## src/rtl/pwl_pkg.sv

```systemverilog
package pwl_pkg;

  localparam int TIME_W = 32;
  localparam int FLOW_W = 32;
  localparam int MAG_W  = FLOW_W + 1;
  localparam int PROD_W = TIME_W + MAG_W;

  typedef enum logic [1:0] {
    MODE_QUERY  = 2'd0,
    MODE_APPEND = 2'd1,
    MODE_CLEAR  = 2'd2
  } mode_t;

  typedef enum logic [1:0] {
    ST_OK    = 2'd0,
    ST_EMPTY = 2'd1,
    ST_FULL  = 2'd2
  } status_t;

  typedef struct packed {
    logic [TIME_W-1:0] tick;
    logic [FLOW_W-1:0] flow;
  } entry_t;

endpackage

```

## src/rtl/pwl_frac.sv

```systemverilog
module pwl_frac import pwl_pkg::*; (
  input  logic              clk,
  input  logic              rst,
  input  logic              start,
  input  logic [TIME_W-1:0] off,
  input  logic [TIME_W-1:0] span,
  input  logic [MAG_W-1:0]  mag,
  output logic              done,
  output logic [MAG_W-1:0]  term
);

  localparam int CNT_W = $clog2(PROD_W);

  typedef enum logic [1:0] {F_IDLE, F_MUL, F_DIV} phase_t;

  phase_t            phase;
  logic [CNT_W-1:0]  cnt;
  logic [PROD_W-1:0] prod;
  logic [TIME_W-1:0] rem;
  logic [MAG_W-1:0]  mag_r;
  logic [TIME_W-1:0] span_r;
  logic [MAG_W-1:0]  op_a;
  logic [MAG_W-1:0]  op_b;
  logic              op_c;
  logic [MAG_W:0]    sum;

  // shared adder: add multiplicand in multiply, subtract divisor in divide
  always_comb begin
    if (phase == F_DIV) begin
      op_a = {rem, prod[PROD_W-1]};
      op_b = ~{1'b0, span_r};
      op_c = 1'b1;
    end else begin
      op_a = prod[PROD_W-1:TIME_W];
      op_b = prod[0] ? mag_r : '0;
      op_c = 1'b0;
    end
    sum = {1'b0, op_a} + {1'b0, op_b} + {{MAG_W{1'b0}}, op_c};
  end

  assign term = prod[MAG_W-1:0];

  always_ff @(posedge clk) begin
    if (rst) begin
      phase <= F_IDLE;
      done  <= 1'b0;
    end else begin
      done <= 1'b0;
      case (phase)
        F_IDLE: begin
          if (start) begin
            prod   <= {{MAG_W{1'b0}}, off};
            rem    <= '0;
            mag_r  <= mag;
            span_r <= span;
            cnt    <= CNT_W'(TIME_W - 1);
            phase  <= F_MUL;
          end
        end
        F_MUL: begin
          prod <= {sum, prod[TIME_W-1:1]};
          if (cnt == '0) begin
            cnt   <= CNT_W'(PROD_W - 1);
            phase <= F_DIV;
          end else begin
            cnt <= cnt - 1'b1;
          end
        end
        F_DIV: begin
          if (sum[MAG_W]) begin
            rem <= sum[TIME_W-1:0];
          end else begin
            rem <= op_a[TIME_W-1:0];
          end
          prod <= {prod[PROD_W-2:0], sum[MAG_W]};
          if (cnt == '0) begin
            done  <= 1'b1;
            phase <= F_IDLE;
          end else begin
            cnt <= cnt - 1'b1;
          end
        end
        default: phase <= F_IDLE;
      endcase
    end
  end

endmodule

```

## config.mk

```make
export PLATFORM = sky130hd
export DESIGN_NAME = pwl_frac
export DESIGN_NICKNAME = d
export VERILOG_FILES = /design/src/rtl/pwl_pkg.sv /design/src/rtl/pwl_frac.sv
export SDC_FILE = /design/constraint.sdc
export NUM_CORES = 1
export LEC_CHECK = 0
export ABC_AREA = 0
export ABC_CLOCK_PERIOD_IN_PS = 6950
export BUFFER_PORTS_ARGS = -buffer_cell sky130_fd_sc_hd__buf_2
export CAP_MARGIN = 40
export CORE_UTILIZATION = 50
export CTS_CLUSTER_SIZE = 28
export DETAILED_ROUTE_END_ITERATION = 16
export GPL_TIMING_DRIVEN = 1
export PLACE_DENSITY = 0.8
export SLEW_MARGIN = 20
export SYNTH_ARGS = -nofsm -noshare
export SYNTH_HDL_FRONTEND = slang
export SYNTH_SLANG_ARGS = --single-unit
```

## constraint.sdc

```tcl
create_clock -name clk -period 6.95 [get_ports clk]
set_input_delay 0.3475 -clock clk [delete_from_list [all_inputs] [get_ports clk]]
set_output_delay 0.3475 -clock clk [all_outputs]
set_load 0.005 [all_outputs]
```

==> key figures, run 1 <==
Min path
  – HP Class: input port to flop
  – Worst hold stages: 1
  – Hold_sp: mag[4]
  – Worst Hold Endpoint: mag_r[4]$_DFFE_PP_

Yosys
  – Yosys reg bits: 172
  – Synthesized area: 9820 µm²
  – Top cell type's share of synthesized area: 0.517
  – Syn Nets: between 1,000 and 1,500
  – Sequential area share after synthesis: 0.523
  – Dominant cell type by area after synthesis: edfxtp_1
  – Synth warnings: 0
  – Synth area leaders: edfxtp_1, ha_1, a22oi_1
  – Syn avg cell area: around 11 µm²
  – Post-synth ARST share: 0
  – EDFF count, synth: 169
  – Ys flop type: edfxtp_1
  – Post-synth cell types: 63
  – Syn Inst Count: roughly 890

Setup path
  – Worst r2r path cells: 17
  – CP max-delay cell: a2111oi_2
  – CP delay by family, top: compound AO/OA/AOI/OAI gates
  – CP Max Fanout: 34
  – CP Class: flop to flop
  – FF-to-FF setup slack: 1.79 ns
  – Setup crit end kind: flop
  – CP arrival: 5.33 ns
  – Data required time of the worst path: around 7.1 ns
  – Ordered cell list for the critical path: inv_1, ha_1, buf_4, inv_1, buf_8, o21ai_0, ha_1, a21oi_1, nor3_1, a2111oi_2, o21ai_1, o21ai_2, a41oi_4, a21boi_4, buf_4, mux2i_1, nor2_1
  – Reg-to-Reg Start: phase[0]$_SDFFE_PP0P_
  – Startpoint types: flop
  – Crit path largest cell delay: 0.53 ns
  – Worst path bufs/invs: 5
  – Worst reg2reg path endpoint: rem[24]$_SDFFCE_PP0P_

Timing
  – Least-Margin Pin Slew: 0.776 ns
  – RSZ-0062 raised after global routing: false
  – Layout Skew: 0.00965 ns
  – Fmax: 194 MHz
  – Hold Fails Final Rpt: 0
  – Slew Viols, Final: 0
  – Number of setup violations in the final report: 0
  – Min Hold Slack: 0.0772 ns
  – Final min period: 5.16 ns
  – Fin worst setup slack: ~1.8 ns
  – Final period util: 0.742
  – Setup TNS: 0 ns
  – Slew margin rel.: 0.483

Route
  – Met3 wire len: 1710 µm
  – First-iteration detailed-routing DRC count: 723
  – Top layer in use: met4
  – Routed length on met2: 9940 µm
  – Remaining antenna violation count: 0
  – Vias per Instance: between 5 and 6
  – M1 wire length: 9940 µm
  – WL final: 21,900 µm
  – DRT Pass-1 Iters: 5
  – Routed len/inst: between 15 and 20 µm
  – DRC: 0
  – Vias: 7,212

Clock tree
  – H-tree depth reported by CTS: 4
  – Setup repair bufs after CTS: 0
  – Clk sinks: 172
  – CTS root buf: clkbuf_16
  – Max Buffers Root-to-Sink: 2
  – Clock latency on the worst-skew pair: 0.44 ns
  – Clk slew on worst S/H paths: 0.07 ns
  – Resized cells post-CTS: 0
  – CTS tree: built
  – CTS Hold Bufs: 0
  – Cts bufs inserted: 17

Die
  – DIE WIDTH: 142 µm
  – Die area: 20,200 µm²
  – Die Ht: 142 µm
  – Initial core utilization: 0.518
  – Core outline area: 19,000 µm²
  – Io pins: 134
  – Std-Cell Rows: 50

Global routing
  – Initial antenna violation count: 0
  – Grt total ovfl: 0
  – Largest net degree at the start of global routing: 62
  – Vias in the first global route: roughly 6,800
  – First-pass GRT wire length: ~35,000 µm
  – GRT Overall Usage: 0.223

Cells and area
  – Area Overhead vs Synth: 13.2%
  – Post-route insts no fill: 1,245
  – Share of cells above drive strength 1: 0.232
  – Fin util: 0.586
  – Final nets: between 1,000 and 1,500
  – Ant. Diodes: 0

Placement
  – Pre-CTS setup slack: approximately 1.9 ns
  – Number of port buffers: 133
  – DP Cell Count: 1,212
  – Final HPWL DP: 15,000 µm
  – RD Place Congestion: between 0.8 and 0.9

Run status
  – Outcome: completed

Flow run
  – Max-cap violations: 0

Pwr
  – P per Cell Area: around 240 nW/µm²
  – Leakage: 0.00428 µW
  – VDD IR max: 0.164 mV
==> per-layer routing <==
layer,vias to the layer above,GRT usage
met5,-,0
met4,0,0.0804
met3,24,0.0451
met2,324,0.348
met1,3399,0.310
li1,3465,-
==> worst max-delay path by stage <==
stage                            endpoint  cells past startpoint                   from
floorplan                cnt[0]$_DFFE_PP_                      6  phase[1]$_SDFFE_PP0P_
CTS                  rem[7]$_SDFFCE_PP0P_                     17  phase[0]$_SDFFE_PP0P_
finish              rem[24]$_SDFFCE_PP0P_                     17  phase[0]$_SDFFE_PP0P_
global route        rem[22]$_SDFFCE_PP0P_                     17  phase[0]$_SDFFE_PP0P_
detailed placement  rem[14]$_SDFFCE_PP0P_                     17  phase[0]$_SDFFE_PP0P_
global placement    rem[13]$_SDFFCE_PP0P_                     16  phase[0]$_SDFFE_PP0P_
==> cell usage in the layout (no fill, tap or decap), drive strengths merged, types with 18 or more instances in the layout <==
cell    count
nor2b      31
inv        23
mux2       31
clkbuf     18
o21ai      67
nand2      67
a21oi      67
a22oi      56
buf       147
edfxtp    169
nand3      18
mux2i      28
ha         39
nor2       82
==> layout make-up <==
cell class                 count  area (µm²)
sequential                   172        5130
fill                        1541        7840
tap                          260         325
inverter                      16        60.1
multi-input combinational    618        4170
timing repair buffer         147         811
clock buffer                  18         429
clock inverter                14         180
==> registers in the layout, summed over array words and instances, names as in the netlist <==
register / cells
mag_r: 33
rem: 32
done: 1
prod: 65
phase: 2
span_r: 32
cnt: 7
==> power breakdown <==
part	total, µW	internal, µW	leakage (µW)	switching [µW]
logic	415	165	0.00236	250
registers	1250	1210	0.00163	33.7
clock network	986	546	0.000292	440
==> cell usage after synthesis (all sizes together) (5+ instances only) <==
master	count
o21ai	67
inv	16
nand3	18
mux2	31
xnor2	13
a21o	13
o211ai	5
nor2	82
clkbuf	39
ha	39
nand4	5
xor2	16
nor2b	31
a21oi	67
a31oi	5
edfxtp	169
o21a	6
nand2	67
nor3	14
mux2i	28
a22oi	56
nand2b	5
buf	48
==> per-stage QoR <==
stage	area [µm²]	power (µW)
floorplan	9820	1570
global placement	10400	1660
detailed placement	10500	1670
CTS	11100	2650
global route	11100	2740
finish	11100	2650
==> cells by family after synthesis <==
family	count (synthesis)	share of synthesized area
adders and majority gates	41	0.0538
xor gates and xnor gates	29	0.0259
DFF	172	0.523
muxes	59	0.0641
buffers and inverters	103	0.0556
AOI/OAI and AO/OA	245	0.161
and+or+nand+nor	244	0.117
(Power assumes the default switching activity.)
==> run 2, diff against run 1 <==
--- a/config.mk
+++ b/config.mk
@@ -5,15 +5,15 @@
 export SDC_FILE = /design/constraint.sdc
 export NUM_CORES = 1
 export LEC_CHECK = 0
-export ABC_AREA = 0
-export ABC_CLOCK_PERIOD_IN_PS = 6950
+export ABC_AREA = 1
+export ABC_CLOCK_PERIOD_IN_PS = 4950
 export BUFFER_PORTS_ARGS = -buffer_cell sky130_fd_sc_hd__buf_2
 export CAP_MARGIN = 40
 export CORE_UTILIZATION = 50
 export CTS_CLUSTER_SIZE = 28
 export DETAILED_ROUTE_END_ITERATION = 16
 export GPL_TIMING_DRIVEN = 1
-export PLACE_DENSITY = 0.8
+export PLACE_DENSITY = 0.79
 export SLEW_MARGIN = 20
 export SYNTH_ARGS = -nofsm -noshare
 export SYNTH_HDL_FRONTEND = slang
==> constraint.sdc (replaced) <==
create_clock -name clk -period 4.95 [get_ports clk]
set_input_delay 0.2475 -clock clk [delete_from_list [all_inputs] [get_ports clk]]
set_output_delay 0.2475 -clock clk [all_outputs]
set_load 0.005 [all_outputs]
==> run 2 against run 1 <==
Against the previous run: clock-buffer cell count unchanged; sequential share of layout area fell by 5.6 points; sequential cell count is the same; clock power is 46% higher; largest power group unchanged.
==> key figures, run 2 <==
Cells and area
  – Most common cell after layout, fill and taps aside: nand2_1
  – Share of cells above drive strength 1: 0.140
  – Area Overhead vs Synth: 19.1%
  – Layout fillers: 1,721
  – Biggest register: prod
  – Top flop regs: prod x65, mag_r x33
  – Design area: 12,600 µm²
  – Largest register FFs: 65
  – Final nets: 1,630
  – Most frequent cells in the layout: nand2_1, edfxtp_1, inv_1, buf_2, a21oi_1
  – Ant. Diodes: 0

Setup path
  – Data required time of the worst path: 5.15 ns
  – Crit path largest cell delay: ~0.44 ns
  – CP arrival: 4.17 ns
  – Ordered cell list for the critical path: inv_1, ha_2, buf_4, buf_12, mux2i_1, inv_1, ha_1, nand2_1, nor2_1, nand2_1, nor3_1, nand2_1, nand2_2, buf_4, and2_1, nor2_1
  – FF-to-FF setup slack: 0.98 ns
  – Worst path bufs/invs: 5
  – Reg-to-Reg Start: phase[0]$_SDFFE_PP0P_
  – End point of the critical path: rem[18]$_SDFFCE_PP0P_
  – Crit path launch: phase[0]$_SDFFE_PP0P_
  – CP Max Fanout: 56
  – CP max-delay cell: buf_4
  – CP Class: flop to flop
  – CP delay by family, top: buffers and inverters
  – Worst r2r path cells: 16
  – Setup crit end kind: flop
  – Startpoint types: flop
  – CP most frequent cell: nand2_1
  – WP depth: 16
  – Worst reg2reg path endpoint: rem[18]$_SDFFCE_PP0P_

Die
  – Initial core utilization: 0.518
  – Die area: 21,800 µm²
  – Io pins: about 130
  – DIE WIDTH: 148 µm
  – Die Ht: approximately 150 µm
  – Core outline area: 20,500 µm²
  – Std-Cell Rows: 52

Yosys
  – Synth warnings: 0
  – Top cells by count, synth: nand2_1, edfxtp_1, inv_1
  – EDFF count, synth: 169
  – Synthesized area: 10,600 µm²
  – Top cell type's share of synthesized area: 0.478
  – Post-synth ARST share: 0
  – Syn Nets: 1,478
  – Dominant cell type by area after synthesis: edfxtp_1
  – Ys flop type: edfxtp_1
  – Syn avg cell area: 7.93 µm²
  – Top-count cell post-synth: nand2_1
  – Synth area leaders: edfxtp_1, nand2_1, a21oi_1
  – Syn Inst Count: 1,337
  – Post-synth cell types: 38
  – Yosys reg bits: 172
  – Sequential area share after synthesis: 0.484

Clock tree
  – CTS tree: built
  – Max Buffers Root-to-Sink: 2
  – H-tree depth reported by CTS: 4
  – Clock latency on the worst-skew pair: 0.44 ns
  – CTS root buf: clkbuf_16
  – Cts bufs inserted: 17
  – Clk slew on worst S/H paths: 0.07 ns
  – Clk sinks: 172

Global routing
  – GRT Overall Usage: 0.269
  – First-pass GRT wire length: 45,500 µm
  – Grt peak-use layer: met2
  – Largest net degree at the start of global routing: 66
  – Initial antenna violation count: 0
  – Met2 GRT Util: 0.444
  – Met3 Usage GRT: 0.0435
  – Vias in the first global route: slightly below 9,000
  – Global routing usage on met1: 0.359
  – Grt total ovfl: 0

Timing
  – Hold Fails Final Rpt: 0
  – Least-Margin Pin Slew: 0.713 ns
  – Number of setup violations in the final report: 0
  – Fmax: roughly 250 MHz
  – Final period util: 0.802
  – Slew Viols, Final: 0
  – RSZ-0062 raised after global routing: false
  – Final min period: 3.97 ns
  – Setup TNS: 0 ns
  – Layout Skew: about 0.014 ns
  – Fin worst setup slack: 0.981 ns
  – Slew margin rel.: 0.524

Route
  – Vias per Instance: 5.40
  – Routed len/inst: ~16 µm
  – DRC: 0
  – Remaining antenna violation count: 0
  – Vias: 9,574
  – First-iteration detailed-routing DRC count: 993
  – DRT Pass-1 Iters: 5
  – WL final: 29,000 µm

Placement
  – Number of port buffers: 133
  – Area after DPL: between 10,000 and 15,000 µm²
  – Final HPWL DP: 19,100 µm
  – Pre-CTS setup slack: 1.08 ns
  – RD Place Congestion: 1.04

Pwr
  – P per Cell Area: 329 nW/µm²
  – Leakage: 0.00572 µW
  – VDD IR max: 0.271 mV
  – Final Power: between 4000 and 5000 µW

Run status
  – Outcome: completed

Min path
  – HP Class: input port to flop

Flow run
  – Max-cap violations: 0
run 2: cell types whose count changed after synthesis, moves of 12 or more:
| cell | change |
|---|---|
| nand2_1 | +385 |
| inv_1 | +137 |
| a21oi_1 | +64 |
| a22oi_1 | -55 |
| nor2_1 | +41 |
| mux2_2 | -31 |
| nor2b_1 | -31 |
| mux2i_1 | -23 |
| nand3_1 | +19 |
| o21ai_0 | +17 |
| o21ai_1 | -13 |
| a21o_1 | -12 |
| nor2_2 | +12 |
run 2: kinds of logic (layout without fill, tap and decap cells):
family | count (synthesis) | after routing | share of synthesized area
AO/OA/AOI/OAI | 210 | 210 | 0.102
adder cells (fa/ha/maj) | 41 | 41 | 0.0498
buffers and inverters | 238 | 403 | 0.0988
XOR/XNOR | 19 | 19 | 0.0157
flip-flops | 172 | 172 | 0.484
AND/OR/NAND/NOR | 652 | 652 | 0.245
multiplexers | 5 | 5 | 0.00472
run 2: report_power, final:
part	leakage, µW	total, µW	switching (µW)	internal [µW]
Clock	0.000298	1440	629	808
Combinational	0.00380	913	600	314
Sequential	0.00163	1800	57.8	1750
run 2: final cells by class:
type                    count  area (µm²)  area share
flip-flops and latches    172        5130       0.407
clock inverters            14         181      0.0144
multi-input cells         927        4450       0.352
clock buffers              18         429      0.0340
inverters                 155         582      0.0461
repair buffers            216        1510       0.120
well taps                 270         338      0.0267
run 2: worst min-delay path by stage:
stage,startpoint,endpoint,slack (ns),depth (start not counted)
global route,rst,done$_SDFF_PP0_,0.08,2
detailed placement,mag[6],mag_r[6]$_DFFE_PP_,0.43,1
global placement,span[1],span_r[1]$_DFFE_PP_,0.42,1
finish,rst,done$_SDFF_PP0_,0.08,2
CTS,rst,done$_SDFF_PP0_,0.07,2
floorplan,rst,done$_SDFF_PP0_,0.32,1
run 2: routing by layer:
| layer | vias to the layer above | wire length, µm | share of wire |
|---|---|---|---|
| met2 | 551 | 13500 | 0.46 |
| met1 | 4379 | 12300 | 0.42 |
| met3 | 50 | 2630 | 0.091 |
| met5 | - | 0 | 0 |
| li1 | 4594 | - | - |
| met4 | 0 | 622 | 0.021 |
run 2: timing repair:
item | in CTS | in global routing
gates resized for setup | 0 | 0
endpoints found under the hold margin | 65 | 0
setup buffers | 0 | 0
hold buffers | 65 | 0
run 2: per-stage QoR:
stage | cells | util | hold WS [ns]
floorplan | 1337 | - | 0.324
CTS | 1771 | 0.615 | 0.0666
finish | 1772 | 0.616 | 0.0811
global route | 1772 | 0.616 | 0.0838
global placement | 1669 | 0.550 | 0.424
detailed placement | 1674 | 0.553 | 0.426
==> run 3, diff against run 2 <==
--- a/config.mk
+++ b/config.mk
@@ -5,15 +5,15 @@
 export SDC_FILE = /design/constraint.sdc
 export NUM_CORES = 1
 export LEC_CHECK = 0
-export ABC_AREA = 1
-export ABC_CLOCK_PERIOD_IN_PS = 4950
+export ABC_AREA = 0
+export ABC_CLOCK_PERIOD_IN_PS = 4100
 export BUFFER_PORTS_ARGS = -buffer_cell sky130_fd_sc_hd__buf_2
 export CAP_MARGIN = 40
 export CORE_UTILIZATION = 50
 export CTS_CLUSTER_SIZE = 28
 export DETAILED_ROUTE_END_ITERATION = 16
 export GPL_TIMING_DRIVEN = 1
-export PLACE_DENSITY = 0.79
+export PLACE_DENSITY = 0.8
 export SLEW_MARGIN = 20
 export SYNTH_ARGS = -nofsm -noshare
 export SYNTH_HDL_FRONTEND = slang
==> constraint.sdc (replaced) <==
create_clock -name clk -period 4.1 [get_ports clk]
set_input_delay 0.205 -clock clk [delete_from_list [all_inputs] [get_ports clk]]
set_output_delay 0.205 -clock clk [all_outputs]
set_load 0.005 [all_outputs]
==> run 3 against run 2 <==
Against the previous run: die area down 7.3%; largest power group unchanged; core utilization increased by 2.5 points; design area decreased by 3.8%; clock-buffer cell count fell by 1; critical path depth up 2; clock power rose by 9.7%; wire length decreased by 17%; sequential share of layout area rose by 1.6 points.
==> key figures, run 3 (synthesis gave the netlist of run 1 again) <==
Timing
  – Layout Skew: 0.0123 ns
  – Least-Margin Pin Slew: 0.841 ns
  – Final min period: 3.89 ns
  – Fmax: 257 MHz
  – Min Hold Slack: 0.0728 ns
  – RSZ-0062 raised after global routing: false
  – Number of setup violations in the final report: 0
  – Slew Viols, Final: 0
  – Hold Fails Final Rpt: 0
  – Final period util: 0.949
  – Slew margin rel.: 0.440

Cells and area
  – Top flop regs: prod x65, mag_r x33
  – Design area: 12,200 µm²
  – Ant. Diodes: 0
  – Area Overhead vs Synth: 23.7%
  – Largest register FFs: 65
  – Biggest register: prod
  – Most common cell after layout, fill and taps aside: edfxtp_1
  – Share of cells above drive strength 1: 0.258
  – Most frequent cells in the layout: edfxtp_1, buf_2, nor2_1, nand2_1, dlygate4sd3_1
  – Final nets: 1,216

Die
  – Core outline area: 19,000 µm²
  – DIE WIDTH: about 140 µm
  – Io pins: 134
  – Std-Cell Rows: 50
  – Die Ht: roughly 140 µm
  – Die area: 20,200 µm²
  – Initial core utilization: 0.518

Placement
  – Final HPWL DP: 15,800 µm
  – Number of port buffers: 133
  – Area after DPL: 10,800 µm²
  – RD Place Congestion: roughly 0.92

Pwr
  – Leakage: 0.00476 µW
  – Clk network pwr share: 0.350
  – Psw: 1240 µW
  – Switching Fraction: 0.274
  – Sequential Power Share: 0.468
  – P_int: 3270 µW
  – VDD IR max: 0.264 mV
  – P per Cell Area: 371 nW/µm²
  – Combinational power share: 0.182

Setup path
  – Data required time of the worst path: 4.28 ns
  – Reg-to-Reg Start: phase[0]$_SDFFE_PP0P_
  – CP arrival: 4.07 ns
  – Startpoint types: flop
  – FF-to-FF setup slack: 0.21 ns
  – Worst r2r path cells: 18
  – CP Max Fanout: 10
  – CP Class: flop to flop
  – Setup crit end kind: flop
  – Worst reg2reg path endpoint: rem[30]$_SDFFCE_PP0P_

Clock tree
  – H-tree depth reported by CTS: 4
  – Cts bufs inserted: 17
  – Max Buffers Root-to-Sink: 2
  – Clk slew on worst S/H paths: ~0.070 ns
  – CTS tree: built
  – Clock latency on the worst-skew pair: about 0.43 ns
  – CTS root buf: clkbuf_16
  – Clk sinks: 172

Route
  – DRC: 0
  – Remaining antenna violation count: 0
  – First-iteration detailed-routing DRC count: 632
  – DRT Pass-1 Iters: 5
  – Vias per Instance: 5.67
  – WL final: 24,200 µm
  – Vias: approximately 7,600
  – Routed len/inst: about 18 µm

Min path
  – Hold_sp: rst
  – HP Class: input port to flop
  – Worst Hold Endpoint: phase[1]$_SDFFE_PP0P_
  – Worst hold stages: 2

Global routing
  – Grt total ovfl: 0
  – Initial antenna violation count: 0
  – First-pass GRT wire length: 37,700 µm
  – GRT Overall Usage: 0.243
  – Largest net degree at the start of global routing: 47
  – Vias in the first global route: 7,479

Run status
  – Outcome: completed

Flow run
  – Max-cap violations: 0
==> run 3: cell types whose count changed in the layout (fill, tap and decap cells not counted), sizes merged, moves of 12 or more <==
cell,previous run,this run
nand3,38,18
a21oi,130,67
buf,151,184
nor2b,0,31
nand2,456,67
mux2i,5,28
a22oi,1,56
a21o,1,13
nor2,134,82
inv,162,24
mux2,0,31
==> run 3: per-stage QoR <==
step / instances / setup slack [ns] / power (µW) / utilization / TNS (ns)
6_report: 1348 / 0.208 / 4510 / 0.641 / 0
5_1_grt: 1348 / 0.0225 / 4690 / 0.641 / 0
3_3_place_gp: 1245 / -0.0134 / 2860 / 0.568 / -0.0166
4_1_cts: 1342 / 0.0343 / 4500 / 0.634 / 0
2_1_floorplan: 893 / 0.0189 / 2660 / - / 0
3_5_place_dp: 1245 / -0.114 / 2880 / 0.568 / -0.257
==> run 3: what timing repair did <==
action	4_1_cts	5_1_grt
resized for setup	2	17
hold buffers	65	0
pin swaps	0	6
buffers inserted	0	4
setup endpoints to repair	3	40
hold endpoints to repair	65	0
gates cloned	0	1
==> run 3: critical path, cell delays in order, from the launching register on <==
cell and delay [ns]:
dfxtp_2 0.37, inv_2 0.08, ha_4 0.19, nor2b_4 0.20, buf_12 0.17, a2bb2oi_2 0.10, fa_1 0.42, fa_1 0.45
nor2b_2 0.15, o31a_1 0.15, o21ai_1 0.13, o21ai_2 0.16, buf_4 0.14, o21ai_1 0.10, o21ai_1 0.19, buf_4 0.17
a31oi_1 0.09, xor2_1 0.24, o21ai_1 0.11
==> run 3: layer usage <==
layer,global-route usage,vias to the layer above,wire (µm)
met2,0.401,284,11500
li1,-,3665,-
met5,0,-,0
met4,0.0736,0,321
met3,0.0491,27,1720
met1,0.322,3668,10600
==> run 3: power by group through the flow <==
| stage | registers, µW | logic, µW | clock network (µW) |
|---|---|---|---|
| final | 2110 | 822 | 1580 |
| after floorplan | 2130 | 523 | 0 |
| after CTS | 2110 | 789 | 1600 |
| after detailed placement | 2150 | 737 | 0 |
| after global placement | 2140 | 720 | 0 |
| after global routing | 2120 | 900 | 1670 |
==> run 3: layout make-up <==
cell class                      instances  area, µm²
Timing Repair Buffer                  250       1790
Multi-Input combinational cell        618       4260
Sequential cell                       172       5140
Clock buffer                           17        425
Fill cell                            1457       6810
Tap cell                              260        325
Clock inverter                         15        150
Inverter                               16       60.1
==> run 3: how the worst max path moves through the flow <==
stage	start	end	cells after the start	slack, ns
after floorplan	phase[1]$_SDFFE_PP0P_	cnt[0]$_DFFE_PP_	6	0.02
after global routing	phase[0]$_SDFFE_PP0P_	rem[30]$_SDFFCE_PP0P_	18	0.02
after global placement	phase[0]$_SDFFE_PP0P_	rem[27]$_SDFFCE_PP0P_	15	-0.01
after CTS	phase[0]$_SDFFE_PP0P_	rem[30]$_SDFFCE_PP0P_	18	0.03
after detailed placement	phase[0]$_SDFFE_PP0P_	rem[27]$_SDFFCE_PP0P_	15	-0.11
final	phase[0]$_SDFFE_PP0P_	rem[30]$_SDFFCE_PP0P_	18	0.21
